## config.mk

```make
export PLATFORM = sky130hd
export DESIGN_NAME = arm_ldm_address_sequencer_core
export DESIGN_NICKNAME = d
export VERILOG_FILES = /design/src/rtl/core/ldm_seq_pkg.sv /design/src/rtl/core/ldm_seq_front.sv /design/src/rtl/core/ldm_seq_fifo.sv /design/src/rtl/core/ldm_seq_back.sv /design/src/rtl/core/arm_ldm_address_sequencer_core.sv
export VERILOG_INCLUDE_DIRS = /design/src /design/src/rtl/core
export SDC_FILE = /design/constraint.sdc
export NUM_CORES = 1
export LEC_CHECK = 0
export BUFFER_PORTS_ARGS = -buffer_cell sky130_fd_sc_hd__buf_4
export CELL_PAD_IN_SITES_DETAIL_PLACEMENT = 1
export CELL_PAD_IN_SITES_GLOBAL_PLACEMENT = 1
export CORE_MARGIN = 2
export CORE_UTILIZATION = 54
export DETAILED_ROUTE_END_ITERATION = 16
export PLACE_DENSITY = 0.86
export SETUP_SLACK_MARGIN = 0.3
export SYNTH_ARGS = -nofsm -noshare
export SYNTH_HDL_FRONTEND = slang
export SYNTH_SLANG_ARGS = --single-unit
export TNS_END_PERCENT = 30
```

## constraint.sdc

```tcl
create_clock -name clk_i -period 14.4 [get_ports clk_i]
set_clock_uncertainty 0.2 [all_clocks]
set_input_delay 2.88 -clock clk_i [delete_from_list [all_inputs] [get_ports clk_i]]
set_output_delay 2.88 -clock clk_i [all_outputs]
set_load 0.01 [all_outputs]
```

## src/rtl/core/assert_macros.svh

```systemverilog
// Assertion macros used by the load-multiple sequencer RTL.
// Needs clk_i and rst_ni in the scope where the macros are used.
`ifndef ASSERT_MACROS_SVH
`define ASSERT_MACROS_SVH

// Property must hold at every clock edge outside reset.
`define LDM_ASSERT(lbl, prop, msg) \
  lbl: assert property (@(posedge clk_i) disable iff (!rst_ni) prop) \
    else $error(msg);

// Condition must never be true outside reset.
`define LDM_ASSERT_NEVER(lbl, cond, msg) \
  `LDM_ASSERT(lbl, !(cond), msg)

`endif

```

## src/rtl/core/ldm_seq_pkg.sv

```systemverilog
// Types and constants for the load-multiple address sequencer.
// No dependencies; imported by every module of the block.
`timescale 1ns / 1ps

package ldm_seq_pkg;

  localparam int unsigned LIST_W = 16;
  localparam int unsigned ADDR_W = 32;

  // Instruction word fields
  localparam int unsigned P_BIT  = 24;
  localparam int unsigned U_BIT  = 23;
  localparam int unsigned W_BIT  = 21;
  localparam int unsigned RN_LSB = 16;

  localparam logic [3:0]        RN_PC           = 4'hF;
  localparam logic [ADDR_W-1:0] ADDR_ALIGN_MASK = 32'hFFFF_FFFC;
  localparam logic [ADDR_W-1:0] WORD_STEP       = 32'd4;

  typedef enum logic [1:0] {
    KIND_LOAD   = 2'd0,
    KIND_WB     = 2'd1,
    KIND_UNPRED = 2'd2
  } ldm_kind_e;

  typedef struct packed {
    logic [31:0] instruction;
    logic [31:0] base_value;
  } ldm_in_t;

  typedef struct packed {
    ldm_kind_e   kind;
    logic [3:0]  reg_index;
    logic [31:0] address;
    logic        last;
  } ldm_out_t;

  // Decoded command passed from front to back through the queue
  typedef struct packed {
    logic              unpred;
    logic              wback;
    logic [3:0]        rn;
    logic [LIST_W-1:0] reg_list;
    logic [ADDR_W-1:0] first_addr;
    logic [ADDR_W-1:0] wb_addr;
  } ldm_cmd_t;

  typedef struct packed {
    logic full;
    logic empty;
  } ldm_q_stat_t;

  typedef enum logic {
    BK_IDLE = 1'b0,
    BK_RUN  = 1'b1
  } ldm_bk_state_e;

endpackage

```

## src/rtl/core/ldm_seq_front.sv

```systemverilog
// Front end: decodes an LDM word and base into a queue command.
// Depends on ldm_seq_pkg.
`timescale 1ns / 1ps

module ldm_seq_front (
  input  logic                    in_valid_i,
  output logic                    in_ready_o,
  input  ldm_seq_pkg::ldm_in_t    in_data_i,
  input  ldm_seq_pkg::ldm_q_stat_t q_stat_i,
  output logic                    push_o,
  output ldm_seq_pkg::ldm_cmd_t   cmd_o
);
  import ldm_seq_pkg::*;

  logic [LIST_W-1:0] list;
  logic [ADDR_W-1:0] base;
  logic              p_bit, u_bit;
  logic [2:0]        nib_cnt [4];
  logic [4:0]        n_regs;
  logic [ADDR_W-1:0] span;
  logic [ADDR_W-1:0] first_off;

  assign in_ready_o = !q_stat_i.full;
  assign push_o     = in_valid_i && !q_stat_i.full;

  assign list  = in_data_i.instruction[LIST_W-1:0];
  assign base  = in_data_i.base_value & ADDR_ALIGN_MASK;
  assign p_bit = in_data_i.instruction[P_BIT];
  assign u_bit = in_data_i.instruction[U_BIT];

  // Two-level population count: per nibble, then sum of nibbles
  always_comb begin
    for (int i = 0; i < 4; i++) begin
      nib_cnt[i] = {2'b00, list[4*i]}   + {2'b00, list[4*i+1]}
                 + {2'b00, list[4*i+2]} + {2'b00, list[4*i+3]};
    end
  end

  assign n_regs = ({2'b00, nib_cnt[0]} + {2'b00, nib_cnt[1]})
                + ({2'b00, nib_cnt[2]} + {2'b00, nib_cnt[3]});
  assign span   = {25'd0, n_regs, 2'b00};

  always_comb begin
    case ({p_bit, u_bit})
      2'b01:   first_off = '0;                 // increment after
      2'b11:   first_off = WORD_STEP;          // increment before
      2'b00:   first_off = WORD_STEP - span;   // decrement after
      default: first_off = '0 - span;          // decrement before
    endcase
  end

  always_comb begin
    cmd_o.unpred     = (in_data_i.instruction[RN_LSB+3:RN_LSB] == RN_PC);
    cmd_o.wback      = in_data_i.instruction[W_BIT];
    cmd_o.rn         = in_data_i.instruction[RN_LSB+3:RN_LSB];
    cmd_o.reg_list   = list;
    cmd_o.first_addr = base + first_off;
    cmd_o.wb_addr    = u_bit ? (base + span) : (base - span);
  end

endmodule

```

## src/rtl/core/ldm_seq_fifo.sv

```systemverilog
// Small command queue between the front and back of the sequencer.
// Depends on ldm_seq_pkg.
`timescale 1ns / 1ps

module ldm_seq_fifo #(
  parameter int unsigned Depth = 2
) (
  input  logic                     clk_i,
  input  logic                     rst_ni,
  input  logic                     push_i,
  input  ldm_seq_pkg::ldm_cmd_t    push_data_i,
  input  logic                     pop_i,
  output ldm_seq_pkg::ldm_cmd_t    pop_data_o,
  output ldm_seq_pkg::ldm_q_stat_t stat_o
);
  import ldm_seq_pkg::*;

  localparam int unsigned PtrW = (Depth > 1) ? $clog2(Depth) : 1;
  localparam int unsigned CntW = $clog2(Depth + 1);

  ldm_cmd_t        mem_q [Depth];
  logic [PtrW-1:0] wr_ptr_q, wr_ptr_d;
  logic [PtrW-1:0] rd_ptr_q, rd_ptr_d;
  logic [CntW-1:0] cnt_q, cnt_d;
  logic            do_push, do_pop;

  assign stat_o.full  = (cnt_q == CntW'(Depth));
  assign stat_o.empty = (cnt_q == '0);
  assign do_push      = push_i && !stat_o.full;
  assign do_pop       = pop_i && !stat_o.empty;
  assign pop_data_o   = mem_q[rd_ptr_q];

  always_comb begin
    wr_ptr_d = wr_ptr_q;
    rd_ptr_d = rd_ptr_q;
    cnt_d    = cnt_q;
    if (do_push) begin
      wr_ptr_d = (wr_ptr_q == PtrW'(Depth - 1)) ? '0 : wr_ptr_q + 1'b1;
    end
    if (do_pop) begin
      rd_ptr_d = (rd_ptr_q == PtrW'(Depth - 1)) ? '0 : rd_ptr_q + 1'b1;
    end
    if (do_push && !do_pop) begin
      cnt_d = cnt_q + 1'b1;
    end else if (do_pop && !do_push) begin
      cnt_d = cnt_q - 1'b1;
    end
  end

  always_ff @(posedge clk_i or negedge rst_ni) begin
    if (!rst_ni) begin
      wr_ptr_q <= '0;
      rd_ptr_q <= '0;
      cnt_q    <= '0;
    end else begin
      wr_ptr_q <= wr_ptr_d;
      rd_ptr_q <= rd_ptr_d;
      cnt_q    <= cnt_d;
    end
  end

  always_ff @(posedge clk_i) begin
    if (do_push) begin
      mem_q[wr_ptr_q] <= push_data_i;
    end
  end

endmodule

```

## src/rtl/core/ldm_seq_back.sv

```systemverilog
// Back end: walks one command's list, one beat per cycle unless the output stalls.
// Depends on ldm_seq_pkg.
`timescale 1ns / 1ps

module ldm_seq_back (
  input  logic                     clk_i,
  input  logic                     rst_ni,
  input  ldm_seq_pkg::ldm_q_stat_t q_stat_i,
  input  ldm_seq_pkg::ldm_cmd_t    cmd_i,
  output logic                     pop_o,
  output logic                     out_valid_o,
  input  logic                     out_ready_i,
  output ldm_seq_pkg::ldm_out_t    out_data_o
);
  import ldm_seq_pkg::*;

  ldm_bk_state_e     state_q, state_d;
  logic              unpred_q, unpred_d;
  logic              wback_q, wback_d;
  logic [3:0]        rn_q, rn_d;
  logic [LIST_W-1:0] list_q, list_d;
  logic [ADDR_W-1:0] addr_q, addr_d;
  logic [ADDR_W-1:0] wb_q, wb_d;
  logic              out_valid_q, out_valid_d;
  ldm_out_t          out_q, out_d;

  logic              out_load;
  logic              has_list, single, emit, done_now;
  logic [LIST_W-1:0] list_rest;
  logic [3:0]        low_idx;

  function automatic logic [3:0] lowest_set(input logic [LIST_W-1:0] v);
    logic [3:0] idx;
    idx = '0;
    for (int i = LIST_W - 1; i >= 0; i--) begin
      if (v[i]) idx = 4'(i);
    end
    return idx;
  endfunction

  assign out_load  = !out_valid_q || out_ready_i;
  assign has_list  = (list_q != '0);
  assign list_rest = list_q & (list_q - 1'b1);
  assign single    = (list_rest == '0);
  assign low_idx   = lowest_set(list_q);
  assign emit      = unpred_q || has_list || wback_q;
  // Empty list without writeback finishes with no beat
  assign done_now  = unpred_q || !has_list || (single && !wback_q);

  // Next state
  always_comb begin
    state_d = state_q;
    case (state_q)
      BK_IDLE: if (!q_stat_i.empty) state_d = BK_RUN;
      BK_RUN:  if (out_load && done_now) state_d = BK_IDLE;
      default: state_d = BK_IDLE;
    endcase
  end

  // Outputs and datapath
  always_comb begin
    pop_o       = 1'b0;
    unpred_d    = unpred_q;
    wback_d     = wback_q;
    rn_d        = rn_q;
    list_d      = list_q;
    addr_d      = addr_q;
    wb_d        = wb_q;
    out_valid_d = out_load ? 1'b0 : out_valid_q;
    out_d       = out_q;
    case (state_q)
      BK_IDLE: begin
        pop_o = !q_stat_i.empty;
        if (!q_stat_i.empty) begin
          unpred_d = cmd_i.unpred;
          wback_d  = cmd_i.wback;
          rn_d     = cmd_i.rn;
          list_d   = cmd_i.reg_list;
          addr_d   = cmd_i.first_addr;
          wb_d     = cmd_i.wb_addr;
        end
      end
      BK_RUN: begin
        if (out_load) begin
          out_valid_d = emit;
          if (unpred_q) begin
            out_d.kind      = KIND_UNPRED;
            out_d.reg_index = RN_PC;
            out_d.address   = '0;
            out_d.last      = 1'b1;
          end else if (has_list) begin
            out_d.kind      = KIND_LOAD;
            out_d.reg_index = low_idx;
            out_d.address   = addr_q;
            out_d.last      = single && !wback_q;
            list_d          = list_rest;
            addr_d          = addr_q + WORD_STEP;
          end else begin
            out_d.kind      = KIND_WB;
            out_d.reg_index = rn_q;
            out_d.address   = wb_q;
            out_d.last      = 1'b1;
          end
        end
      end
      default: ;
    endcase
  end

  always_ff @(posedge clk_i or negedge rst_ni) begin
    if (!rst_ni) begin
      state_q     <= BK_IDLE;
      out_valid_q <= 1'b0;
    end else begin
      state_q     <= state_d;
      out_valid_q <= out_valid_d;
    end
  end

  always_ff @(posedge clk_i) begin
    unpred_q <= unpred_d;
    wback_q  <= wback_d;
    rn_q     <= rn_d;
    list_q   <= list_d;
    addr_q   <= addr_d;
    wb_q     <= wb_d;
    out_q    <= out_d;
  end

  assign out_valid_o = out_valid_q;
  assign out_data_o  = out_q;

endmodule

```

## src/rtl/core/arm_ldm_address_sequencer_core.sv

```systemverilog
// LDM address sequencer, top level: front decode, command queue, back sequencer.
// Path: an accepted instruction goes into the command queue, then into the back-end
// command registers, then its first beat into the output register (idle back end).
// Throughput: one beat per cycle within an instruction while the output is not stalled;
// the back end loads each command in its idle state before it walks the list.
// Reset: rst_ni asynchronous, active low; clears the queue and output valid.
`timescale 1ns / 1ps

module arm_ldm_address_sequencer_core #(
  parameter int unsigned QueueDepth = 2
) (
  input  logic                  clk_i,
  input  logic                  rst_ni,
  input  logic                  in_valid_i,
  output logic                  in_ready_o,
  input  ldm_seq_pkg::ldm_in_t  in_data_i,
  output logic                  out_valid_o,
  input  logic                  out_ready_i,
  output ldm_seq_pkg::ldm_out_t out_data_o
);
  import ldm_seq_pkg::*;

  // Front -> queue: one decoded command per accepted instruction beat.
  // The front works out the register count, the first load address and
  // the writeback base in the same cycle the beat is accepted.
  logic        q_push;
  ldm_cmd_t    q_in_cmd;
  ldm_cmd_t    q_head_cmd;
  logic        q_pop;
  ldm_q_stat_t q_stat;

  ldm_seq_front u_front (
    .in_valid_i (in_valid_i),
    .in_ready_o (in_ready_o),
    .in_data_i  (in_data_i),
    .q_stat_i   (q_stat),
    .push_o     (q_push),
    .cmd_o      (q_in_cmd)
  );

  // Command queue decouples the front from the back: the front keeps
  // taking instructions while the back is still walking a long list, until it is full.
  ldm_seq_fifo #(
    .Depth (QueueDepth)
  ) u_fifo (
    .clk_i       (clk_i),
    .rst_ni      (rst_ni),
    .push_i      (q_push),
    .push_data_i (q_in_cmd),
    .pop_i       (q_pop),
    .pop_data_o  (q_head_cmd),
    .stat_o      (q_stat)
  );

  // Back end: loads the head command, then one beat per cycle into the output register
  // while the output is not stalled. Loads go out lowest register first; the
  // writeback (if any) comes after them; a PC base gives a single beat.
  ldm_seq_back u_back (
    .clk_i       (clk_i),
    .rst_ni      (rst_ni),
    .q_stat_i    (q_stat),
    .cmd_i       (q_head_cmd),
    .pop_o       (q_pop),
    .out_valid_o (out_valid_o),
    .out_ready_i (out_ready_i),
    .out_data_o  (out_data_o)
  );

  // Beat classification for the checks below
  logic unpred_beat;
  logic unpred_ok;
  logic wb_beat;

  assign unpred_beat = out_valid_o && (out_data_o.kind == KIND_UNPRED);
  assign unpred_ok   = out_data_o.last && (out_data_o.reg_index == RN_PC);
  assign wb_beat     = out_valid_o && (out_data_o.kind == KIND_WB);

  `include "assert_macros.svh"

  `LDM_ASSERT(a_unpred_single, unpred_beat |-> unpred_ok, "r15 flag must be a lone last beat")
  `LDM_ASSERT(a_wb_last, wb_beat |-> out_data_o.last, "writeback beat must close the instruction")
  `LDM_ASSERT_NEVER(a_q_overflow, q_push && q_stat.full, "push into a full command queue")

endmodule

```

==> metrics.yaml <==
path_delay_family: "adder cells"
synth-seq-area-share_pct: 56.5
cts_root_buf: "clkbuf_16"
wl_per_cell_um: 24.6
cts_setup_buffers: 0
grt_pass1_vias: 11500
multi_input_comb_area_sq_um: 6340
peakVddDrop_mv: 0.104
insertion_delay_ns: 0.55
antenna_cells: 0
dpl_cell_area_sq_um: 16400
routed-wl-met2_um: 21600
end_kind: "flip-flop"
clockBufferDepth: 3
grt_antenna_before_repair: 0
slowest_stage: "fa_1"
cts_tree: "yes"
dp_hpwl_um: 28800
cts_max_level: 1
vias: 10800
grt_use_total_pct: 28.7
grt_max_degree: 96
fp.dieH_um: 172
crit_buf_inv: 4
critPathLaunchType: "primary input"
routed-wl-met3_um: 2030
cts_sinks: 289
fin_area_sq_um: 17300
worst-slew-pin-transition_ns: 1.19
rsz0062_at_grt: "false"
coreArea_sq_um: 27900
netlist.area_leader.share_pct: 55.5
drc: 0
io_pins: 109
critical_path_arrival_ns: 9.63
drtIter0Drc: 891
slowest_delay_ns: 0.56
seq_area_sq_um: 8650
syn_area_sq_um: 15300
viasPerCell: 6.30
cts_buffers: 27
critPathMaxFanout: 30
cts_resized: 0
nets: 1460
path_class: "primary input to flip-flop"
grt_pass1_wl_um: 64900
fin_crit_sh_pct: 66.3
antenna_left: 0
drv_slew: 0
drtPass1Iterations: 6
min_period_ns: 9.55
die_w_um: 172
mostFrequentLayoutCells: "283 x edfxtp_1, 102 x buf_4, 79 x nand2_1"
relSlewSlack_pct: 20.6
hold_path.class: "flip-flop to flip-flop"
status: "completed"
ys_warn_count: 0
async_flop_share_pct: 2.08
drt_wl_total_um: 42000
area_growth_pct: 12.9
postSynthCellCount: 1224
wl_met1_um: 17100
final_common_cell: "edfxtp_1"
fillers: 2771
synth_largest_area_cell: "edfxtp_1"
crit_path_frequent_cell: "ha_1"
leakage_nw: 6.62
drive_gt1_share_pct: 16.3
post-route-util_pct: 62.0
synth_edf_count: 283
clk_pin_slew_ns: 0.07
post_synth.cell_area_avg_sq_um: 12.5
worstPathCellList: "buf_4 -> ha_1 -> inv_1 -> fa_1 -> inv_1 -> ha_1 -> fa_1 -> fa_1 -> xnor2_1 -> ha_1 -> nor4b_2 -> a21o_4 -> inv_4 -> ha_1 -> a21oi_1 -> o211ai_1 -> a31oi_1 -> nor3_1 -> or2_0 -> maj3_2 -> a41oi_2 -> o221ai_2 -> xor2_1"
top_layer: "met4"
overflow: 0
power_density_nw_per_um2: 262
timing.fmax_mhz: 105
synth_cell_types: 77
die_area_sq_um: 29700
required_ns: 14.48
start_util_pct: 54.9
fp-row-count: 61
hold_viol: 0
hold_buffers: 0
finalSetupViolations: 0
gp_congestion: 0.852
synth_area_leaders: "edfxtp_1 56%, ha_1 6.1%, xnor2_1 3.5%"
port_buffers: 95
max_cap_violations: 0
fin_setup_tns_ns: 0
ys.flop_type: "edfxtp_1"
ys_ff_latch: 289
per-stage QoR:
stage               setup WS, ns  power, W  cells  hold WS (ns)
finish                      4.85   0.00452   1707         0.311
global route                4.49   0.00475   1707         0.356
CTS                         4.94   0.00451   1707         0.321
detailed placement          4.43   0.00372   1657         0.306
global placement            4.62   0.00353   1657         0.280
floorplan                   5.10   0.00305   1225         0.261
sequential cells by signal, indices dropped and copies added, names as in the netlist, named ones only:
signal             cells
u_fifo.rd_ptr_q        1
u_back.out_data_o     37
u_fifo.cnt_q           2
u_fifo.wr_ptr_q        1
u_fifo.mem_q         164
u_back.unpred_q        1
u_back.wb_q           30
u_back.addr_q         30
u_back.state_q         1
u_back.wback_q         1
u_back.rn_q            4
u_back.list_q         16
path summary, 6_finish.rpt:
| path | startpoint | to | slack [ns] | cells after the start |
|---|---|---|---|---|
| worst max-delay path | in_data_i[32] | u_fifo.mem_q[1][30]$_DFFE_PP_ | 4.85 | 23 |
| worst min-delay path | flip-flop | flip-flop | 0.31 | 2 |
| worst max register to register | u_back.state_q$_DFF_PN0_ | u_back.addr_q[28]$_DFFE_PP_ | 10.71 | 3 |
| worst min register to register | flip-flop | flip-flop | 0.31 | 2 |
| max in group asynchronous | rst_ni | u_back.state_q$_DFF_PN0_ | 11.93 | 1 |
| min in group asynchronous | rst_ni | asynchronous set/reset pin | 1.93 | 1 |
worst min-delay path: stages, from the launching register on:
cell and delay (ns):
dfrtp_1 0.35, nand2b_1 0.07, nand2_1 0.06
power breakdown:
part	total, W	internal, W	leakage, nW	switching (W)
registers	0.00176	0.00152	2.73	0.000230
logic	0.00204	0.000771	3.45	0.00126
clock network	0.000732	0.000416	0.428	0.000316
cells in the mapped netlist (all sizes together), types with 5 or more instances:
| cell type | instances |
|---|---|
| a211o | 7 |
| a211oi | 15 |
| a21o | 23 |
| a21oi | 63 |
| a22o | 30 |
| a31oi | 13 |
| and2 | 5 |
| and3 | 25 |
| buf | 13 |
| clkbuf | 35 |
| dfrtp | 6 |
| edfxtp | 283 |
| fa | 9 |
| ha | 75 |
| inv | 37 |
| maj3 | 6 |
| mux2 | 37 |
| mux2i | 44 |
| nand2 | 79 |
| nand2b | 10 |
| nand3 | 34 |
| nand4 | 5 |
| nor2 | 69 |
| nor2b | 12 |
| nor3 | 15 |
| o211ai | 12 |
| o21a | 12 |
| o21ai | 76 |
| o21bai | 9 |
| o22ai | 7 |
| o311ai | 6 |
| or2 | 6 |
| xnor2 | 62 |
| xor2 | 33 |
cells by family after synthesis:
group	count (synthesis)	synth area share, %
AOI/OAI and AO/OA	305	13.6
xor gates and xnor gates	95	5.44
adders and majority gates	90	7.74
buffers and inverters	85	2.23
DFF	289	56.5
muxes	81	5.60
other	1	0.0245
and+or+nand+nor	278	8.82
layout make-up:
type	instances	area share [%]
multi-input combinational	851	36.7
clock inverter	21	1.25
sequential	289	50.1
inverter	37	0.819
timing repair buffer	102	4.43
clock buffer	29	3.96
tap	378	2.74
layer usage:
metal,vias up,GRT usage (%)
li1,4817,-
met1,5492,36.1
met2,360,51.7
met3,89,2.88
met4,0,9.94
met5,-,0
Power figures use the tool's default switching activity.
